**src/hw/rtl/fdiv_pkg.sv**
```systemverilog
// Package for the float32 divider: payload types, status codes, constants.
// Depends on nothing.
package fdiv_pkg;

   localparam int FracBits = 23;
   localparam int ExpBits = 8;
   localparam int ExpBias = 127;
   localparam int ExpMaxField = 255;
   localparam int HiddenOne = 8388608;
   localparam int SigBits = FracBits + 1;
   localparam int QueueDepthDefault = 4;

   typedef enum logic [1:0] {
      ST_OK = 2'd0,
      ST_DIVZERO = 2'd1,
      ST_OVERFLOW = 2'd2,
      ST_UNDERFLOW = 2'd3
   } status_type;

   typedef struct packed {
      logic [31:0] dividend;
      logic [31:0] divisor;
   } req_type;

   typedef struct packed {
      logic [31:0] quotient;
      logic [1:0] status;
   } rsp_type;

   // Classified operation passed from front to back.
   typedef struct packed {
      logic divzero;
      logic numzero;
      logic sign;
      logic signed [9:0] exp;
      logic [SigBits-1:0] mnum;
      logic [SigBits-1:0] mden;
   } op_type;

endpackage

```
**src/hw/rtl/float32_divider_unit.sv**
```systemverilog
// Channel  | ports              | payload
// req      | req_valid/ready    | dividend, divisor
// rsp      | rsp_valid/ready    | quotient, status
//
// One item per cycle sustained while rsp is not stalled; an accepted item passes
// the front register, a queue entry, 24 divide stages (one quotient bit each)
// and the output register before rsp_valid rises.
// Reset is synchronous and clears valid bits, queue pointers and queue count only.
// A stall on rsp freezes the divide pipeline; the queue keeps the front open until it fills.
// Depends on fdiv_pkg, fdiv_front, fdiv_queue, fdiv_back.
module float32_divider_unit #(
   parameter int QueueDepth = fdiv_pkg::QueueDepthDefault
) (
   input  logic clock,
   input  logic reset,
   input  logic req_valid,
   output logic req_ready,
   input  fdiv_pkg::req_type req_data,
   output logic rsp_valid,
   input  logic rsp_ready,
   output fdiv_pkg::rsp_type rsp_data
);
   import fdiv_pkg::*;

   logic f_valid, f_ready, b_valid, b_ready;
   op_type f_data, b_data;

   fdiv_front u_front (
      .clock(clock), .reset(reset),
      .req_valid(req_valid), .req_ready(req_ready), .req_data(req_data),
      .op_valid(f_valid), .op_ready(f_ready), .op_data(f_data)
   );

   fdiv_queue #(.Depth(QueueDepth)) u_queue (
      .clock(clock), .reset(reset),
      .in_valid(f_valid), .in_ready(f_ready), .in_data(f_data),
      .out_valid(b_valid), .out_ready(b_ready), .out_data(b_data)
   );

   fdiv_back u_back (
      .clock(clock), .reset(reset),
      .op_valid(b_valid), .op_ready(b_ready), .op_data(b_data),
      .rsp_valid(rsp_valid), .rsp_ready(rsp_ready), .rsp_data(rsp_data)
   );
endmodule

```
**src/hw/rtl/fdiv_front.sv**
```systemverilog
// Front part: accepts items, classifies zeros, splits fields.
// Depends on fdiv_pkg.
module fdiv_front (
   input  logic clock,
   input  logic reset,
   input  logic req_valid,
   output logic req_ready,
   input  fdiv_pkg::req_type req_data,
   output logic op_valid,
   input  logic op_ready,
   output fdiv_pkg::op_type op_data
);
   import fdiv_pkg::*;

   logic valid_ff, valid_in;
   op_type op_ff, op_in;
   logic [ExpBits-1:0] en, ed;

   assign req_ready = !valid_ff || op_ready;
   assign en = req_data.dividend[30:23];
   assign ed = req_data.divisor[30:23];

   always_comb begin
      op_in.divzero = (req_data.divisor == 32'd0);
      op_in.numzero = (req_data.dividend == 32'd0);
      op_in.sign = req_data.dividend[31] ^ req_data.divisor[31];
      op_in.exp = $signed({2'b00, en}) - $signed({2'b00, ed}) + 10'sd127;
      op_in.mnum = {1'b1, req_data.dividend[FracBits-1:0]};
      op_in.mden = {1'b1, req_data.divisor[FracBits-1:0]};
      valid_in = valid_ff;
      if (req_ready) begin
         valid_in = req_valid;
      end
   end

   always_ff @(posedge clock) begin
      if (reset) begin
         valid_ff <= 1'b0;
      end else begin
         valid_ff <= valid_in;
      end
      if (req_valid && req_ready) begin
         op_ff <= op_in;
      end
   end

   assign op_valid = valid_ff;
   assign op_data = op_ff;
endmodule

```
**src/hw/rtl/fdiv_queue.sv**
```systemverilog
// Short queue between front and back parts.
// Depends on fdiv_pkg.
module fdiv_queue #(
   parameter int Depth = fdiv_pkg::QueueDepthDefault
) (
   input  logic clock,
   input  logic reset,
   input  logic in_valid,
   output logic in_ready,
   input  fdiv_pkg::op_type in_data,
   output logic out_valid,
   input  logic out_ready,
   output fdiv_pkg::op_type out_data
);
   import fdiv_pkg::*;

   localparam int AddrBits = (Depth > 1) ? $clog2(Depth) : 1;

   op_type mem_ff [Depth];
   logic [AddrBits-1:0] wr_ff, rd_ff;
   logic [AddrBits:0] count_ff;
   logic push, pop;

   assign in_ready = (count_ff != Depth[AddrBits:0]);
   assign out_valid = (count_ff != '0);
   assign push = in_valid && in_ready;
   assign pop = out_valid && out_ready;
   assign out_data = mem_ff[rd_ff];

   always_ff @(posedge clock) begin
      if (reset) begin
         wr_ff <= '0;
         rd_ff <= '0;
         count_ff <= '0;
      end else begin
         if (push) begin
            wr_ff <= (wr_ff == AddrBits'(Depth - 1)) ? '0 : wr_ff + 1'b1;
         end
         if (pop) begin
            rd_ff <= (rd_ff == AddrBits'(Depth - 1)) ? '0 : rd_ff + 1'b1;
         end
         count_ff <= count_ff + {{AddrBits{1'b0}}, push} - {{AddrBits{1'b0}}, pop};
      end
      if (push) begin
         mem_ff[wr_ff] <= in_data;
      end
   end
endmodule

```
**src/hw/rtl/fdiv_back.sv**
```systemverilog
// Back part: pipelined restoring significand divide, normalize, range check.
// Depends on fdiv_pkg.
module fdiv_back (
   input  logic clock,
   input  logic reset,
   input  logic op_valid,
   output logic op_ready,
   input  fdiv_pkg::op_type op_data,
   output logic rsp_valid,
   input  logic rsp_ready,
   output fdiv_pkg::rsp_type rsp_data
);
   import fdiv_pkg::*;

   // One quotient bit per stage: dividend is mnum << 23, quotient 24 bits.
   localparam int Stages = SigBits;
   localparam int RemBits = SigBits + 1;

   logic valid_ff [Stages+1];
   op_type op_ff [Stages+1];
   logic [RemBits-1:0] rem_ff [Stages+1];
   logic [SigBits-1:0] q_ff [Stages+1];
   logic [SigBits-1:0] num_ff [Stages+1];
   logic advance;
   logic out_valid_ff;
   rsp_type out_ff, out_in;

   // Whole pipeline moves when the output slot is free or drained.
   assign advance = !out_valid_ff || rsp_ready;
   assign op_ready = advance;

   // Preload the remainder with mnum >> 1 and keep mnum's low bit as the next
   // bit to bring down, so stage 0 compares mnum itself and later stages
   // bring down the 23 zero bits of mnum << 23.
   assign valid_ff[0] = op_valid;
   assign op_ff[0] = op_data;
   assign rem_ff[0] = {2'b00, op_data.mnum[SigBits-1:1]};
   assign q_ff[0] = '0;
   assign num_ff[0] = {op_data.mnum[0], {FracBits{1'b0}}};

   for (genvar s = 0; s < Stages; s++) begin : g_stage
      logic [RemBits-1:0] trial;
      logic [RemBits-1:0] sub;
      logic fits;
      logic [RemBits-1:0] rem_s_ff;
      logic [SigBits-1:0] q_s_ff, num_s_ff;
      logic valid_s_ff;
      op_type op_s_ff;

      // Bring down next dividend bit: low bit of mnum first, then zeros.
      assign trial = {rem_ff[s][RemBits-2:0], num_ff[s][SigBits-1]};
      assign sub = trial - {1'b0, op_ff[s].mden};
      assign fits = (trial >= {1'b0, op_ff[s].mden});

      always_ff @(posedge clock) begin
         if (reset) begin
            valid_s_ff <= 1'b0;
         end else if (advance) begin
            valid_s_ff <= valid_ff[s];
         end
         if (advance) begin
            op_s_ff <= op_ff[s];
            rem_s_ff <= fits ? sub : trial;
            q_s_ff <= {q_ff[s][SigBits-2:0], fits};
            num_s_ff <= {num_ff[s][SigBits-2:0], 1'b0};
         end
      end

      assign valid_ff[s+1] = valid_s_ff;
      assign op_ff[s+1] = op_s_ff;
      assign rem_ff[s+1] = rem_s_ff;
      assign q_ff[s+1] = q_s_ff;
      assign num_ff[s+1] = num_s_ff;
   end

   // The raw quotient lies in [2^22, 2^24), so 24 bits hold it and one
   // left shift normalizes it.
   logic [SigBits-1:0] qfin;
   logic signed [9:0] efin;
   op_type opl;

   always_comb begin
      opl = op_ff[Stages];
      qfin = q_ff[Stages];
      efin = opl.exp;
      if (!qfin[SigBits-1]) begin
         qfin = {qfin[SigBits-2:0], 1'b0};
         efin = opl.exp - 10'sd1;
      end
      out_in.quotient = '0;
      out_in.status = ST_OK;
      if (opl.divzero) begin
         out_in.status = ST_DIVZERO;
      end else if (opl.numzero) begin
         out_in.status = ST_OK;
      end else if (efin > 10'sd254) begin
         out_in.status = ST_OVERFLOW;
      end else if (efin < 10'sd1) begin
         out_in.status = ST_UNDERFLOW;
      end else begin
         out_in.quotient = {opl.sign, efin[ExpBits-1:0], qfin[FracBits-1:0]};
      end
   end

   always_ff @(posedge clock) begin
      if (reset) begin
         out_valid_ff <= 1'b0;
      end else if (advance) begin
         out_valid_ff <= valid_ff[Stages];
      end
      if (advance) begin
         out_ff <= out_in;
      end
   end

   assign rsp_valid = out_valid_ff;
   assign rsp_data = out_ff;
endmodule

```
**config.mk**
```make
export PLATFORM = sky130hd
export DESIGN_NAME = float32_divider_unit
export DESIGN_NICKNAME = d
export VERILOG_FILES = /design/src/hw/rtl/fdiv_pkg.sv /design/src/hw/rtl/float32_divider_unit.sv /design/src/hw/rtl/fdiv_front.sv /design/src/hw/rtl/fdiv_queue.sv /design/src/hw/rtl/fdiv_back.sv
export SDC_FILE = /design/constraint.sdc
export NUM_CORES = 2
export LEC_CHECK = 0
export BUFFER_PORTS_ARGS = -buffer_cell sky130_fd_sc_hd__buf_4
export CAP_MARGIN = 10
export CORE_MARGIN = 2
export CORE_UTILIZATION = 45
export CTS_BUF_LIST = sky130_fd_sc_hd__clkbuf_4 sky130_fd_sc_hd__clkbuf_8
export DETAILED_ROUTE_END_ITERATION = 8
export GPL_TIMING_DRIVEN = 1
export PLACE_DENSITY_LB_ADDON = 0.15
export SLEW_MARGIN = 0
export SYNTH_ARGS = -nofsm -noshare
export SYNTH_HDL_FRONTEND = slang
export SYNTH_SLANG_ARGS = --single-unit
export TNS_END_PERCENT = 10
```
**constraint.sdc**
```tcl
create_clock -name clock -period 58.5 [get_ports clock]
set_input_delay 0 -clock clock [delete_from_list [all_inputs] [get_ports clock]]
set_output_delay 0 -clock clock [all_outputs]
set_load 0.02 [all_outputs]
```
==> out/results.txt <==
status -> completed
initial antenna violation count -> 2
Avg WL per Cell -> 18.66 um
clock latency at the later pin of the worst-skew pair -> 1040 ps
Starting Density -> 0.4524
gr ovfl total -> 0
register area share after synthesis -> 0.6251
crit-path max FO -> 171
core area -> 0.2172 sq mm
hpwl dp -> 146,100 um
Hold WC Path Type -> in -> reg
ys flop type -> edfxtp_1
crit-path max cell delay -> 890 ps
die span in y -> 471.3 um
largest net degree at the start of global routing -> 204
critical path arrival -> 6550 ps
Layout area overhead -> 12.79%
crit path kind -> reg -> reg
crit end category -> register
most used cell, CP -> buf_4
Synth top area share -> 0.6180
Rel. slew slack -> 0.2181
CTS tree -> done
minimum clock period -> 5937 ps
Rows -> 171
Worst Tran Pin Value -> 1170 ps
Syn Nets -> 8,193
RSZ-0062 raised after global routing -> false
Worst-path clk slew -> 60 ps
via count -> 58,972
Startpoint Class -> register
Yosys cell types -> 94
Post-Syn Area -> 0.09825 sq mm
Port Buffers -> 103
Fmax -> 168.4 MHz
cells along the critical path -> nor2b_2, inv_8, buf_12, buf_4, buf_4, buf_4, buf_4
top post-synthesis cells by count -> 2,022 x edfxtp_1, 717 x inv_1, 642 x a21oi_1
Chip Width -> 471.3 um
Setup Total Neg Slack -> 0 ps
WP data required -> 59,110 ps
total CTS buffers -> 356
worst r2r path cells -> 7
slowest CP cell -> buf_4
WL final -> 208,200 um
maxcap violations -> 0
fin nets -> 8,709
drt first pass iters -> 7
Final ANT Viol Nets -> 0
Post-Synthesis Cells -> 7,532
count of pins over their slew limit -> 0
largest area contributor in the netlist -> edfxtp_1
first-pass GRT wire length -> 325,300 um
number of synthesized flops with an enable pin -> 2,022
Hold Vio Cnt, Final -> 0
fraction of layout cells with a size suffix above 1 -> 0.1249
RD Place Congestion -> 0.8678
post-cts resize count -> 0
clock tree sinks -> 2,057
Syn Area/Cell -> 13.04 sq um
Via density -> 5.285
num ports -> 104
hold depth -> 4
# DRC -> 0
clk_skew -> 100.8 ps
H-tree Lvls -> 5
vias in the first global route -> 58,844
Final setup viols -> 0
GR Util All Layers -> 0.1853
DIE AREA -> 0.2221 sq mm
Area contributors post-synth -> edfxtp_1 62%, ha_1 7.2%, a21oi_1 3.3%
most numerous cell in the Yosys netlist -> edfxtp_1
synth warn -> 0
1st-iter DRT viols -> 4,127
Synth Register Bits -> 2,057
clock tree root buffer cell -> clkbuf_8
asr flop ratio synth -> 0
clock buffer depth -> 4
crit share post-route -> 0.1015
-- cell usage in the layout, fill, tap and decap left out, types with 80 or more instances in the layout --
master / n
inv_1: 716
nand2_1: 384
ha_1: 568
a21o_1: 203
edfxtp_1: 2022
nand2b_1: 80
o21ai_0: 311
xnor2_1: 286
nor3_1: 109
nor2b_1: 89
dlygate4sd3_1: 149
o21a_1: 87
mux2_2: 189
clkbuf_4: 105
nand3_1: 109
xor2_1: 176
a21oi_1: 637
nor2_1: 551
buf_4: 151
clkbuf_8: 361
-- stage by stage --
step                hold WS [ps]  cells  setup WS, ps  utilization  instance area (sq um)
floorplan                  98.87   7532          8521            -                  98250
global placement           189.0  10395         52620       0.4721                 102500
detailed placement         189.5  10395         52480       0.4721                 102500
CTS                        153.7  11151         52400       0.5102                 110800
global route               195.8  11156         52020       0.5103                 110800
finish                     272.4  11158         52560       0.5103                 110800
-- flip-flops by register name (all words and copies together) (netlist names), named ones only --
name,count
u_back.g_stage.op_s_ff,841
u_back.g_stage.rem_s_ff,552
u_back.g_stage.q_s_ff,300
u_queue.mem_ff,236
u_front.op_data,59
u_back.rsp_data,34
u_back.g_stage.valid_s_ff,24
u_queue.count_ff,3
u_queue.rd_ff,2
u_queue.wr_ff,2
u_back.rsp_valid,1
u_front.op_valid,1
-- timing repair --
action / in CTS / in global routing
buffers inserted: 0 / 0
hold buffers: 149 / 0
endpoints found under the hold margin: 189 / 0
-- layout make-up --
cell class | instances | area (sq um)
fillers | 18730 | 106300
inverters | 717 | 2699
well taps | 2854 | 3571
repair buffers | 303 | 2685
diodes | 7 | 17.52
flip-flops and latches | 2057 | 61420
clock buffers | 466 | 5757
clock inverters | 141 | 1025
multi-input cells | 4613 | 33640
-- metal layers --
metal  share of wire  GRT usage  wire length, um
met5               0          0                0
met4           0.030    0.06354             6224
met3           0.038    0.02879             7982
met2            0.50     0.3194           103100
met1            0.44     0.2378            90910
-- cell families after synthesis --
family,share of synthesized area
and+or+nand+nor,0.07740
adders and majority gates,0.07743
muxes,0.04115
buffers and inverters,0.03356
DFF,0.6251
AOI/OAI and AO/OA,0.1042
xor gates and xnor gates,0.04118
-- worst paths after layout --
check,start,to,slack [ps]
max,u_back.rsp_valid,u_back.g_stage[18].op_s_ff[9],52560
min,reset,u_front.op_valid,270
min reg2reg,u_back.g_stage[22].q_s_ff[19],u_back.g_stage[23].q_s_ff[20],400
max reg2reg,u_back.rsp_valid,u_back.g_stage[18].op_s_ff[9],52560
-- worst max-delay path: cells and delay by family, from the launching register on --
family	cells	cell delay, ps
buffers and inverters	6	4480
and+or+nand+nor	1	320
DFF	1	310
Power is not shown: default switching activity piles up to over one toggle a cycle in this logic, so the estimate is an artifact.
